**config.mk**
```make
export PLATFORM = sky130hd
export DESIGN_NAME = depth_to_point_backprojection
export DESIGN_NICKNAME = d
export VERILOG_FILES = /design/src/rtl/dtp_pkg.sv /design/src/rtl/dtp_ctrl.sv /design/src/rtl/dtp_datapath.sv /design/src/rtl/depth_to_point_backprojection.sv
export SDC_FILE = /design/constraint.sdc
export NUM_CORES = 2
export LEC_CHECK = 0
export BUFFER_PORTS_ARGS = -buffer_cell sky130_fd_sc_hd__buf_2
export CORE_UTILIZATION = 65
export CTS_CLUSTER_DIAMETER = 30
export CTS_CLUSTER_SIZE = 40
export DETAILED_ROUTE_END_ITERATION = 8
export GPL_ROUTABILITY_DRIVEN = 0
export PLACE_DENSITY_LB_ADDON = 0.15
export SLEW_MARGIN = 20
export SYNTH_ARGS = -nofsm -noshare
export SYNTH_HDL_FRONTEND = slang
export SYNTH_SLANG_ARGS = --single-unit
```
**constraint.sdc**
```tcl
create_clock -name i_clk -period 15.1 [get_ports i_clk]
set_input_delay 1.51 -clock i_clk [delete_from_list [all_inputs] [get_ports i_clk]]
set_output_delay 1.51 -clock i_clk [all_outputs]
set_load 0.02 [all_outputs]
```
**src/rtl/dtp_pkg.sv**
```systemverilog
// Package for the depth-to-point back-projection block.
// Holds the payload structs, the controller/datapath command and status structs,
// the configuration constants and the shared helper functions. Depends on nothing.
`default_nettype none

package dtp_pkg;

    localparam int MAX_COLS   = 4096;
    localparam int MAX_ROWS   = 4096;
    localparam int CNT_W      = 12;
    localparam int SIZE_W     = 13;
    localparam int DEPTH_W    = 16;
    localparam int RECIP_W    = 24;
    localparam int PRINC_W    = 16;
    localparam int Z_W        = 32;
    localparam int COORD_W    = 48;
    localparam int Q_W        = 44;
    localparam int MUL_A_W    = 32;
    localparam int MUL_B_W    = 24;
    localparam int PROD_W     = MUL_A_W + MUL_B_W;
    localparam int M_W        = 48;
    localparam int M_HALF_W   = M_W / 2;
    localparam int CFG_IDX_W  = 3;
    localparam int CFG_DATA_W = 24;

    localparam logic [CFG_IDX_W-1:0] CFG_INV_DEPTH_SCALE = 3'd0;
    localparam logic [CFG_IDX_W-1:0] CFG_PRINCIPAL_X     = 3'd1;
    localparam logic [CFG_IDX_W-1:0] CFG_PRINCIPAL_Y     = 3'd2;
    localparam logic [CFG_IDX_W-1:0] CFG_INV_FOCAL_X     = 3'd3;
    localparam logic [CFG_IDX_W-1:0] CFG_INV_FOCAL_Y     = 3'd4;
    localparam logic [CFG_IDX_W-1:0] CFG_FRAME_WIDTH     = 3'd5;
    localparam logic [CFG_IDX_W-1:0] CFG_FRAME_HEIGHT    = 3'd6;

    localparam logic [RECIP_W-1:0] RST_INV_DEPTH_SCALE = 24'd16777;
    localparam logic [PRINC_W-1:0] RST_PRINCIPAL_X     = 16'd5120;
    localparam logic [PRINC_W-1:0] RST_PRINCIPAL_Y     = 16'd3840;
    localparam logic [RECIP_W-1:0] RST_INV_FOCAL_X     = 24'd32263;
    localparam logic [RECIP_W-1:0] RST_INV_FOCAL_Y     = 24'd32263;
    localparam logic [SIZE_W-1:0]  RST_FRAME_WIDTH     = 13'd640;
    localparam logic [SIZE_W-1:0]  RST_FRAME_HEIGHT    = 13'd480;

    localparam logic [1:0] MS_DEPTH = 2'd0;
    localparam logic [1:0] MS_MAG   = 2'd1;
    localparam logic [1:0] MS_MLO   = 2'd2;
    localparam logic [1:0] MS_MHI   = 2'd3;

    typedef struct packed {
        logic [DEPTH_W-1:0] depth_sample;
        logic [7:0]         blue;
        logic [7:0]         green;
        logic [7:0]         red;
    } t_pixel;

    typedef struct packed {
        logic signed [COORD_W-1:0] point_x;
        logic signed [COORD_W-1:0] point_y;
        logic [Z_W-1:0]            point_z;
        logic [7:0]                point_blue;
        logic [7:0]                point_green;
        logic [7:0]                point_red;
        logic                      point_valid;
        logic                      frame_end;
    } t_point;

    typedef struct packed {
        logic       load_in;
        logic [1:0] mul_sel;
        logic       axis;
        logic       cap_z;
        logic       cap_mhi;
        logic       cap_lo;
        logic       cap_q;
        logic       cap_x;
        logic       load_out;
    } t_dp_cmd;

    typedef struct packed {
        logic depth_zero;
        logic frame_end;
        logic out_free;
    } t_dp_sts;

    // Frame size minus one, clamped to the range one to the maximum.
    function automatic logic [CNT_W-1:0] size_m1(input logic [SIZE_W-1:0] v,
                                                  input logic [SIZE_W-1:0] vmax);
        logic [SIZE_W-1:0] t;
        if (v == '0) begin
            t = '0;
        end else if (v > vmax) begin
            t = vmax - SIZE_W'(1);
        end else begin
            t = v - SIZE_W'(1);
        end
        return t[CNT_W-1:0];
    endfunction

    function automatic logic signed [COORD_W-1:0] apply_sign(input logic [Q_W-1:0] q,
                                                             input logic neg);
        logic [COORD_W-1:0] e;
        e = {{(COORD_W-Q_W){1'b0}}, q};
        return neg ? -e : e;
    endfunction

endpackage

`default_nettype wire

```
**src/rtl/dtp_ctrl.sv**
```systemverilog
// Sequencing controller of the depth-to-point back-projection block.
// Steps the shared multiplier through depth, X and Y and issues commands to dtp_datapath.
// Depends on dtp_pkg.
`default_nettype none

module dtp_ctrl import dtp_pkg::*; (
    input  wire logic    i_clk,
    input  wire logic    i_rst_n,
    input  wire logic    i_pix_valid,
    output logic         o_pix_stall,
    input  wire t_dp_sts i_sts,
    output t_dp_cmd      o_cmd
);

    localparam logic [3:0] ST_IDLE = 4'd0;
    localparam logic [3:0] ST_MZ   = 4'd1;
    localparam logic [3:0] ST_ZR   = 4'd2;
    localparam logic [3:0] ST_PM   = 4'd3;
    localparam logic [3:0] ST_PL   = 4'd4;
    localparam logic [3:0] ST_PH   = 4'd5;
    localparam logic [3:0] ST_PS   = 4'd6;
    localparam logic [3:0] ST_EMIT = 4'd7;

    logic [3:0] r_state;
    logic [3:0] n_state;
    logic       r_axis;
    logic       n_axis;

    always_comb begin
        n_state = r_state;
        n_axis  = r_axis;
        o_cmd   = '0;
        o_cmd.mul_sel = MS_DEPTH;
        o_cmd.axis    = r_axis;
        unique case (r_state)
            ST_IDLE: begin
                if (i_pix_valid) begin
                    o_cmd.load_in = 1'b1;
                    n_state = ST_MZ;
                end
            end
            ST_MZ: begin
                o_cmd.mul_sel = MS_DEPTH;
                if (i_sts.depth_zero) begin
                    n_state = i_sts.frame_end ? ST_EMIT : ST_IDLE;
                end else begin
                    n_state = ST_ZR;
                end
            end
            ST_ZR: begin
                o_cmd.cap_z = 1'b1;
                n_axis  = 1'b0;
                n_state = ST_PM;
            end
            ST_PM: begin
                o_cmd.mul_sel = MS_MAG;
                o_cmd.cap_x   = r_axis;
                n_state = ST_PL;
            end
            ST_PL: begin
                o_cmd.mul_sel = MS_MLO;
                o_cmd.cap_mhi = 1'b1;
                n_state = ST_PH;
            end
            ST_PH: begin
                o_cmd.mul_sel = MS_MHI;
                o_cmd.cap_lo  = 1'b1;
                n_state = ST_PS;
            end
            ST_PS: begin
                o_cmd.cap_q = 1'b1;
                if (!r_axis) begin
                    n_axis  = 1'b1;
                    n_state = ST_PM;
                end else begin
                    n_state = ST_EMIT;
                end
            end
            ST_EMIT: begin
                if (i_sts.out_free) begin
                    o_cmd.load_out = 1'b1;
                    n_state = ST_IDLE;
                end
            end
            default: begin
                n_state = ST_IDLE;
            end
        endcase
    end

    always_ff @(posedge i_clk) begin
        if (!i_rst_n) begin
            r_state <= ST_IDLE;
            r_axis  <= 1'b0;
        end else begin
            r_state <= n_state;
            r_axis  <= n_axis;
        end
    end

    assign o_pix_stall = (r_state != ST_IDLE);

    a_accept_starts: assert property (@(posedge i_clk) disable iff (!i_rst_n)
        (i_pix_valid && !o_pix_stall) |=> (r_state == ST_MZ))
        else $error("An accepted transaction did not start the depth multiply.");

    a_load_when_free: assert property (@(posedge i_clk) disable iff (!i_rst_n)
        o_cmd.load_out |-> i_sts.out_free)
        else $error("Output register loaded while it still held a transaction.");

endmodule

`default_nettype wire

```
**src/rtl/dtp_datapath.sv**
```systemverilog
// Datapath of the depth-to-point back-projection block: configuration registers,
// pixel counters, the shared 32x24 multiplier, rounding and the output register.
// Depends on dtp_pkg; driven by dtp_ctrl.
`default_nettype none

module dtp_datapath import dtp_pkg::*; (
    input  wire logic                  i_clk,
    input  wire logic                  i_rst_n,
    input  wire logic                  i_cfg_wr_en,
    input  wire logic [CFG_IDX_W-1:0]  i_cfg_index,
    input  wire logic [CFG_DATA_W-1:0] i_cfg_wr_data,
    input  wire t_pixel                i_pix,
    output t_point                     o_pt,
    output logic                       o_pt_valid,
    input  wire logic                  i_pt_stall,
    input  wire t_dp_cmd               i_cmd,
    output t_dp_sts                    o_sts
);

    logic [RECIP_W-1:0] r_inv_depth_scale;
    logic [PRINC_W-1:0] r_principal_x;
    logic [PRINC_W-1:0] r_principal_y;
    logic [RECIP_W-1:0] r_inv_focal_x;
    logic [RECIP_W-1:0] r_inv_focal_y;
    logic [SIZE_W-1:0]  r_frame_width;
    logic [SIZE_W-1:0]  r_frame_height;

    logic [CNT_W-1:0]   r_col;
    logic [CNT_W-1:0]   r_row;

    t_pixel             r_pix;
    logic               r_fend;
    logic [PRINC_W-1:0] r_mag_x;
    logic [PRINC_W-1:0] r_mag_y;
    logic               r_neg_x;
    logic               r_neg_y;
    logic [PROD_W-1:0]  r_prod;
    logic [Z_W-1:0]     r_z;
    logic [M_HALF_W-1:0] r_mhi;
    logic [M_W-1:0]     r_lo;
    logic [Q_W-1:0]     r_q;
    logic signed [COORD_W-1:0] r_x;
    t_point             r_pt;
    logic               r_ovalid;

    logic [CNT_W-1:0]   w_m1;
    logic [CNT_W-1:0]   h_m1;
    logic               last_col;
    logic               last_row;
    logic               fend_now;
    logic [PRINC_W-1:0] pos_x16;
    logic [PRINC_W-1:0] pos_y16;
    logic [MUL_A_W-1:0] mul_a;
    logic [MUL_B_W-1:0] mul_b;
    logic [RECIP_W-1:0] focal_sel;
    logic [39:0]        z_sum;
    logic [M_W+RECIP_W-1:0] q_sum;
    t_point             n_pt;

    always_ff @(posedge i_clk) begin
        if (!i_rst_n) begin
            r_inv_depth_scale <= RST_INV_DEPTH_SCALE;
            r_principal_x     <= RST_PRINCIPAL_X;
            r_principal_y     <= RST_PRINCIPAL_Y;
            r_inv_focal_x     <= RST_INV_FOCAL_X;
            r_inv_focal_y     <= RST_INV_FOCAL_Y;
            r_frame_width     <= RST_FRAME_WIDTH;
            r_frame_height    <= RST_FRAME_HEIGHT;
        end else if (i_cfg_wr_en) begin
            unique case (i_cfg_index)
                CFG_INV_DEPTH_SCALE: r_inv_depth_scale <= i_cfg_wr_data[RECIP_W-1:0];
                CFG_PRINCIPAL_X:     r_principal_x     <= i_cfg_wr_data[PRINC_W-1:0];
                CFG_PRINCIPAL_Y:     r_principal_y     <= i_cfg_wr_data[PRINC_W-1:0];
                CFG_INV_FOCAL_X:     r_inv_focal_x     <= i_cfg_wr_data[RECIP_W-1:0];
                CFG_INV_FOCAL_Y:     r_inv_focal_y     <= i_cfg_wr_data[RECIP_W-1:0];
                CFG_FRAME_WIDTH:     r_frame_width     <= i_cfg_wr_data[SIZE_W-1:0];
                CFG_FRAME_HEIGHT:    r_frame_height    <= i_cfg_wr_data[SIZE_W-1:0];
                default: begin
                end
            endcase
        end
    end

    assign w_m1     = size_m1(r_frame_width, SIZE_W'(MAX_COLS));
    assign h_m1     = size_m1(r_frame_height, SIZE_W'(MAX_ROWS));
    assign last_col = (r_col >= w_m1);
    assign last_row = (r_row >= h_m1);
    assign fend_now = last_col && last_row;
    assign pos_x16  = {r_col, 4'b0000};
    assign pos_y16  = {r_row, 4'b0000};

    always_ff @(posedge i_clk) begin
        if (!i_rst_n) begin
            r_col <= '0;
            r_row <= '0;
        end else if (i_cmd.load_in) begin
            if (last_col) begin
                r_col <= '0;
                r_row <= last_row ? '0 : r_row + CNT_W'(1);
            end else begin
                r_col <= r_col + CNT_W'(1);
            end
        end
    end

    always_ff @(posedge i_clk) begin
        if (i_cmd.load_in) begin
            r_pix   <= i_pix;
            r_fend  <= fend_now;
            r_neg_x <= (pos_x16 < r_principal_x);
            r_neg_y <= (pos_y16 < r_principal_y);
            r_mag_x <= (pos_x16 < r_principal_x) ? r_principal_x - pos_x16
                                                 : pos_x16 - r_principal_x;
            r_mag_y <= (pos_y16 < r_principal_y) ? r_principal_y - pos_y16
                                                 : pos_y16 - r_principal_y;
        end
    end

    assign focal_sel = i_cmd.axis ? r_inv_focal_y : r_inv_focal_x;

    always_comb begin
        case (i_cmd.mul_sel)
            MS_MAG: begin
                mul_a = r_z;
                mul_b = {{(MUL_B_W-PRINC_W){1'b0}}, i_cmd.axis ? r_mag_y : r_mag_x};
            end
            MS_MLO: begin
                mul_a = {{(MUL_A_W-M_HALF_W){1'b0}}, r_prod[M_HALF_W-1:0]};
                mul_b = focal_sel;
            end
            MS_MHI: begin
                mul_a = {{(MUL_A_W-M_HALF_W){1'b0}}, r_mhi};
                mul_b = focal_sel;
            end
            default: begin
                mul_a = {{(MUL_A_W-DEPTH_W){1'b0}}, r_pix.depth_sample};
                mul_b = r_inv_depth_scale;
            end
        endcase
    end

    assign z_sum = r_prod[39:0] + 40'd128;
    assign q_sum = {r_prod[M_W-1:0], {RECIP_W{1'b0}}}
                 + {{RECIP_W{1'b0}}, r_lo}
                 + (M_W+RECIP_W)'(28'h8000000);

    always_ff @(posedge i_clk) begin
        r_prod <= PROD_W'(mul_a) * PROD_W'(mul_b);
        if (i_cmd.cap_z) begin
            r_z <= z_sum[39:8];
        end
        if (i_cmd.cap_mhi) begin
            r_mhi <= r_prod[M_W-1:M_HALF_W];
        end
        if (i_cmd.cap_lo) begin
            r_lo <= r_prod[M_W-1:0];
        end
        if (i_cmd.cap_q) begin
            r_q <= q_sum[M_W+RECIP_W-1:28];
        end
        if (i_cmd.cap_x) begin
            r_x <= apply_sign(r_q, r_neg_x);
        end
    end

    always_comb begin
        if (r_pix.depth_sample == '0) begin
            n_pt = '0;
        end else begin
            n_pt.point_x     = r_x;
            n_pt.point_y     = apply_sign(r_q, r_neg_y);
            n_pt.point_z     = r_z;
            n_pt.point_blue  = r_pix.blue;
            n_pt.point_green = r_pix.green;
            n_pt.point_red   = r_pix.red;
            n_pt.point_valid = 1'b1;
        end
        n_pt.frame_end = r_fend;
    end

    always_ff @(posedge i_clk) begin
        if (i_cmd.load_out) begin
            r_pt <= n_pt;
        end
    end

    always_ff @(posedge i_clk) begin
        if (!i_rst_n) begin
            r_ovalid <= 1'b0;
        end else if (i_cmd.load_out) begin
            r_ovalid <= 1'b1;
        end else if (!i_pt_stall) begin
            r_ovalid <= 1'b0;
        end
    end

    assign o_pt       = r_pt;
    assign o_pt_valid = r_ovalid;

    assign o_sts.depth_zero = (r_pix.depth_sample == '0);
    assign o_sts.frame_end  = r_fend;
    assign o_sts.out_free   = !r_ovalid || !i_pt_stall;

    a_empty_is_frame_end: assert property (@(posedge i_clk) disable iff (!i_rst_n)
        (o_pt_valid && !o_pt.point_valid) |-> o_pt.frame_end)
        else $error("An empty result was delivered without the frame-end mark.");

    a_counters_wrap: assert property (@(posedge i_clk) disable iff (!i_rst_n)
        (i_cmd.load_in && fend_now) |=> (r_col == '0 && r_row == '0))
        else $error("Pixel counters did not wrap after the last pixel of a frame.");

endmodule

`default_nettype wire

```
**src/rtl/depth_to_point_backprojection.sv**
```systemverilog
// Top level of the depth-to-point back-projection block.
// Joins the sequencing controller dtp_ctrl and the datapath dtp_datapath.
// Depends on dtp_pkg.
//
//  Channel   Direction  Handshake                    Payload
//  pixel     in         i_pix_valid / o_pix_stall    i_pix (t_pixel)
//  point     out        o_pt_valid / i_pt_stall      o_pt (t_point)
//  config    in         i_cfg_wr_en                  i_cfg_index, i_cfg_wr_data
//
// A pixel with nonzero depth passes from acceptance through the depth, X and Y steps to the
// output register before the next pixel is accepted, set by the single shared 32x24 multiplier,
// which is used seven times per transaction.
// A zero-depth pixel frees the input after the depth step; at frame end it first emits the mark.
// Reset is synchronous and active low; it restores the register defaults and zeroes the counters.
// The output register holds a result under stall; the controller waits until it is free.
`default_nettype none

module depth_to_point_backprojection import dtp_pkg::*; (
    input  wire logic                  i_clk,
    input  wire logic                  i_rst_n,
    input  wire logic                  i_cfg_wr_en,
    input  wire logic [CFG_IDX_W-1:0]  i_cfg_index,
    input  wire logic [CFG_DATA_W-1:0] i_cfg_wr_data,
    input  wire logic                  i_pix_valid,
    output logic                       o_pix_stall,
    input  wire t_pixel                i_pix,
    output logic                       o_pt_valid,
    input  wire logic                  i_pt_stall,
    output t_point                     o_pt
);

    t_dp_cmd cmd;
    t_dp_sts sts;

    dtp_ctrl u_ctrl (
        .i_clk       (i_clk),
        .i_rst_n     (i_rst_n),
        .i_pix_valid (i_pix_valid),
        .o_pix_stall (o_pix_stall),
        .i_sts       (sts),
        .o_cmd       (cmd)
    );

    dtp_datapath u_datapath (
        .i_clk         (i_clk),
        .i_rst_n       (i_rst_n),
        .i_cfg_wr_en   (i_cfg_wr_en),
        .i_cfg_index   (i_cfg_index),
        .i_cfg_wr_data (i_cfg_wr_data),
        .i_pix         (i_pix),
        .o_pt          (o_pt),
        .o_pt_valid    (o_pt_valid),
        .i_pt_stall    (i_pt_stall),
        .i_cmd         (cmd),
        .o_sts         (sts)
    );

endmodule

`default_nettype wire
```
# --- Yosys cells after proc, flatten, opt, wreduce, memory -nomap -nowiden ---
# Index checks and enable logic that the tools add are counted.
# W data, S select, Z words.
word_totals:
  register_bits: 633
  latchBits: 0
  mem_bits_rw: 0
  mem_bits_ro: 0
  inputBits: 72
  output_inout_bits: 156
  mem_count: 0
op_classes:
  n_addsub: 12
  n_mul: 1
  div: 0
  magnitude_cmp: 6
  n_eq_ne: 19
  n_shift: 0
  muxes: 34
  bitwise_logic: 1
  reduce_logical: 22
op_table:
  columns: ["operator", "n"]
  rows:
  - ["$pmux W32 S3", 1]
  - ["$mux W44", 2]
  - ["$add A72 B28 Y72 const B", 1]
  - ["$add A72 B48 Y72", 1]
  - ["$mux W12", 6]
  - ["$sub A16 B16 Y16", 4]
  - ["$mul A32 B24 Y48", 1]
  - ["$mux W16", 3]
  - ["$neg A44 Y48", 1]
  - ["$pmux W24 S2", 1]
  - ["$add A40 B8 Y40 const B", 1]
  - ["$lt A16 B16 Y1", 2]
  - ["$pmux W4 S8", 1]
  - ["$gt A13 B13 Y1 const B", 2]
  - ["$logic_not A13 Y1", 2]
  - ["$add A12 B1 Y12 const B", 2]
  - ["$ge A12 B12 Y1", 2]
  - ["$mux W24", 1]
  - ["$sub A12 B1 Y12 const B", 2]
  - ["$reduce_and A2 Y1", 9]
  - ["$eq A4 B3 Y1 const B", 4]
  - ["$logic_not A16 Y1", 1]
  - ["$mux W1", 12]
  - ["$mux W4", 3]
  - ["21 further kinds", 30]

# --- Logic depth before layout (Yosys ltp) ---
logic_depth:
  depth_word: 6
  depth_mapped: 35

# --- Modules after synthesis ---
# Synthesis repeated with hierarchy kept, for this count alone.
unflattened:
  hier_cells: 5164
  area_unflattened_um2: 50427.1
by_module_without_submodules:
  columns: ["module", "instances", "cells_per_inst", "area_each_um2"]
  rows:
  - ["dtp_datapath", 1, 5124, 50099.3]
  - ["dtp_ctrl", 1, 40, 327.8]

# --- Worst setup path before layout ---
# OpenSTA, ideal clock, no wires.
synth_timing:
  kind: "input port to flip-flop"
  startpoint: "input port i_pt_stall"
  endpoint: "register u_datapath.r_pt, in the netlist u_datapath.o_pt[0], enable pin"
  arrival_time_ns: 8.932
  t_required_ns: 14.382
  setup_slack_ns: 5.450
  stages: 1
  path_cell_list: "a21oi_1"
synth_between:
  elab_chain_cells: 4
synth_rtl:
  columns: ["item", "line_no", "source"]
  rows:
  - ["start: declaration", "depth_to_point_backprojection.sv:28", "input wire logic i_pt_stall,"]
  - ["$logic_not A1 Y1", null, null]
  - ["$logic_or A1 B1 Y1", "dtp_datapath.sv:202", "assign o_sts.out_free = !r_ovalid || !i_pt_stall;"]
  - ["$mux W1", "dtp_ctrl.sv:80", "if (i_sts.out_free) begin"]
  - ["$mux W1", "dtp_ctrl.sv:35", "unique case (r_state)"]
  - ["end signal: assignment", "dtp_datapath.sv:183", "r_pt <= n_pt;"]
  - ["end: declaration", "dtp_datapath.sv:43", "t_point r_pt;"]
# No other way between the ends.
# A chain may end at the register's enable or synchronous reset.

# --- Worst setup path after layout ---
layout_timing:
  startpoint: "register u_ctrl.r_state[0]"
  endpoint: "register u_datapath.r_prod[45]"
layout_between:
  elab_chain_cells: 6
  elab_cells_between_ends: 11
layout_rtl:
  columns: ["item", "line_no", "source"]
  rows:
  - ["start: declaration", "dtp_ctrl.sv:24", "logic [3:0] r_state;"]
  - ["start signal: assignment", "dtp_ctrl.sv:96", "r_state <= n_state;"]
  - ["$eq A4 B3 Y1 / $eq A4 B2 Y1 (equally long branches)", "dtp_ctrl.sv:35", null]
  - ["$pmux W2 S3 *", "dtp_ctrl.sv:35", null]
  - ["$eq A2 B2 Y1", "dtp_datapath.sv:122", "case (i_cmd.mul_sel)"]
  - ["$reduce_or A2 Y1 (no source line)", null, null]
  - ["$pmux W24 S2", "dtp_datapath.sv:122", null]
  - ["$mul A32 B24 Y48 *", "dtp_datapath.sv:148", "r_prod <= PROD_W'(mul_a) * PROD_W'(mul_b);"]
  - ["end signal: assignment", "dtp_datapath.sv:148", null]
  - ["end: declaration", "dtp_datapath.sv:37", "logic [PROD_W-1:0] r_prod;"]
# Mark *: on every way between the ends. The rest lies on a longest branch, timed or not.

==> metrics.txt <==
status=finished clean; power density cells=163 nW/um^2; Setup CP Type=register to register; Netlist cell types=96; vias in the first global route=40000; Final Skew=0.0468 ns; die area=79900 um^2; Vias/cell=6.04; Total GRT Usage=38.7%; Slew HR=17.5%; top_reg_cell synth=edfxtp_1; Sink Count=608; Final WS setup=4.82 ns; starting density of the core=65.9%; RSZ-0062 raised after global routing=false; CP max stage delay=0.96 ns; Post-synth EDFFs=401; Final Cell Area=57500 um^2; cts hold-fix bufs=0; worst ir drop on vdd=0.000335 V; CTS H-tree lvls=3; Setup violations, final=0; Routed WL=151000 um; final antenna-violating net count=0; IO Port Bufs=227; Leak=25.6 nW; clk_lat worst skew=0.69 ns; Hold Startpoint=u_datapath.r_inv_focal_y[21]; Critical Path Sink Type=register; main combinational cell family by area after synthesis=adder cells; CTS buffer count=107; cells on worst reg2reg path=29; Ys Warns=0; Worst-path clk slew=0.06 ns; XOR/XNOR Fraction of Synth Area=4.38%; setup tns final=0 ns; Critical Path AT=10.86 ns; Slowest cell on crit path=dfxtp_2; I/O pins=228; TritonCTS clock tree=yes; Worst Hold End=u_datapath.r_inv_focal_y[21]; via count=39700; largest net degree at the start of global routing=107; area growth from synthesis to layout=12.2%; Mapped Cells=5235; Most common cell on crit path=fa_1; Die Span Y=283 um; Worst-Margin Slew=1.24 ns; Avg Inst Size Synth=9.78 um^2; register area share after synthesis=31.6%; total gr overflow=0; commonest non-fill, non-tap cell in the layout=nand2_1; Pwr Total=9.35 mW; worst reg2reg endpoint=u_datapath.r_prod[45]; max_cap viols=0; Core Footprint=77700 um^2; Synth Cell Area=51200 um^2; post-synthesis compound-gate area fraction=7.98%; half-perimeter wire length after placement=112000 um; crit path launch type=register; #FFs+latches synth=608; synthesized-area fraction occupied by and/or/nand/nor cells=15.7%; first-pass GRT wire length=229000 um; WL/cell=23.0 um; Final Slew Violations=0; initial antenna violation count=1; DP Worst Slack=5.06 ns; clock root buffer master=clkbuf_16; crit share post-route=68.1%; fraction of registers with async set/reset=0%; Worst R2R Setup Slack=4.82 ns; cts repair resizes=0; Final #Nets=6411; Post-Synth Adder-Cell Area=31.2%; FF-to-FF Start=u_ctrl.r_state[0]; dpl cell area=53600 um^2; Worst Path Max Fanout=43; proportion of synthesized area in mux cells=1.70%; row cnt=102; Longest Clk Path Bufs=3; most frequent cells in the layout=nand2_1 (829), inv_1 (769), fa_1 (634), nor2_1 (482), edfxtp_1 (401); fin crit period=10.28 ns; WHS Path Cells=2; DRT Pass-1 Iters=9; initial DRC count=4264; Hold Fails Final Rpt=0; max frequency=97.3 MHz; Horiz. Die Dim=283 um; layout cell share with drive strength beyond 1=10.8%; Required @ worst endpoint=15.67 ns; Post-CTS Setup Repair Bufs=0; Layout fillers=5396; HP Class=register to register; DRC viols=0
[flip-flops by register name (all words and copies together), names as in the netlist, 13 cells and up]
signal                        cells
u_datapath.r_principal_y         16
u_datapath.o_pt                 154
u_datapath.r_z                   32
u_datapath.r_inv_focal_y         24
u_datapath.r_principal_x         16
u_datapath.r_prod                48
u_datapath.r_x                   48
u_datapath.r_mhi                 24
u_datapath.r_q                   44
u_datapath.r_lo                  24
u_datapath.r_frame_width         13
u_datapath.r_mag_y               16
u_datapath.r_inv_focal_x         24
u_datapath.r_pix                 40
u_datapath.r_mag_x               16
u_datapath.r_inv_depth_scale     24
u_datapath.r_frame_height        13
[through the flow]
stage / hold slack, ns / instances / util [%]
3_5_place_dp: 0.456 / 6373 / 68.9
4_1_cts: 0.464 / 6574 / 73.9
3_3_place_gp: 0.447 / 6373 / 68.9
5_1_grt: 0.482 / 6576 / 73.9
2_1_floorplan: 0.424 / 5261 / -
6_report: 0.464 / 6578 / 73.9
[worst max-delay path: cells and delay by family, from the launching register on]
kind / cells / cell delay (ns)
adder cells (fa/ha/maj): 8 / 3.96
AND/OR/NAND/NOR: 8 / 2.19
buffers and inverters: 7 / 1.56
AO/OA/AOI/OAI: 6 / 1.47
flip-flops: 1 / 0.96
[area by class of cell]
class,count,area (um^2),area share (%)
Sequential cell,608,16200,28.2
Multi-Input combinational cell,3654,31500,54.8
Clock buffer,121,2780,4.84
Timing Repair Buffer,301,1710,2.97
Antenna cell,2,5.00,0.00871
Inverter,772,2900,5.05
Tap cell,1040,1300,2.26
Clock inverter,80,1090,1.89
[routing by layer]
layer  GRT usage, %  vias up  part of all wire (%)
met2           61.1     2472                    46
met1           46.1    19300                    35
met3           12.1      694                    12
met5          0.427        -                0.0099
met4           23.9        2                   7.5
li1               -    17300                     -
[synthesized netlist by cell type, types with 12 or more instances]
cell	count	area share (%)
and2_1	135	1.6
dfxtp_1	207	8.1
nor2_1	488	3.6
edfxtp_1	401	24
nand2b_1	22	0.27
a21oi_1	108	1.1
o221a_2	14	0.31
nor4_1	25	0.31
a31oi_1	15	0.18
or2_2	17	0.21
or3_1	17	0.21
xor2_1	111	1.9
clkbuf_1	194	1.4
o221ai_1	15	0.26
o21bai_1	12	0.18
o31ai_1	18	0.26
o21ai_0	77	0.75
mux2i_1	76	1.5
xnor2_1	145	2.5
buf_1	16	0.12
and3_1	31	0.38
fa_1	634	25
nand2_1	829	6.1
a211oi_1	18	0.26
nor2b_1	18	0.22
o22ai_1	15	0.18
ha_1	261	6.4
nand3_1	81	0.79
nand4_1	24	0.29
a21o_1	63	0.92
o211ai_1	14	0.21
inv_1	770	5.6
o21a_1	31	0.45
a21boi_0	105	1.5
nor3_1	56	0.55
[cell families (layout without fill, tap and decap cells)]
logic type | after synthesis | in the layout
compound gates | 586 | 586
xor+xnor | 256 | 256
fa+ha+maj | 895 | 895
buf+inv | 999 | 1274
flops | 608 | 608
mux | 85 | 85
other cells | 2 | 30
simple gates | 1804 | 1804
[power breakdown]
group / switching, mW / internal, mW
Sequential: 0.191 / 1.98
Combinational: 2.79 / 1.84
Clock: 0.908 / 1.63
[worst max-delay path by stage]
stage / cells past startpoint / slack, ns / start / end
after floorplan: 1 / 5.45 / i_pt_stall / u_datapath.o_pt[0]
after global placement: 29 / 5.40 / u_ctrl.r_state[0] / u_datapath.r_prod[45]
after detailed placement: 29 / 5.06 / u_ctrl.r_state[0] / u_datapath.r_prod[45]
after CTS: 29 / 5.03 / u_ctrl.r_state[0] / u_datapath.r_prod[45]
after global routing: 29 / 4.24 / u_ctrl.r_state[0] / u_datapath.r_prod[45]
final: 29 / 4.82 / u_ctrl.r_state[0] / u_datapath.r_prod[45]
No activity file was read; power rests on OpenSTA's default activity.
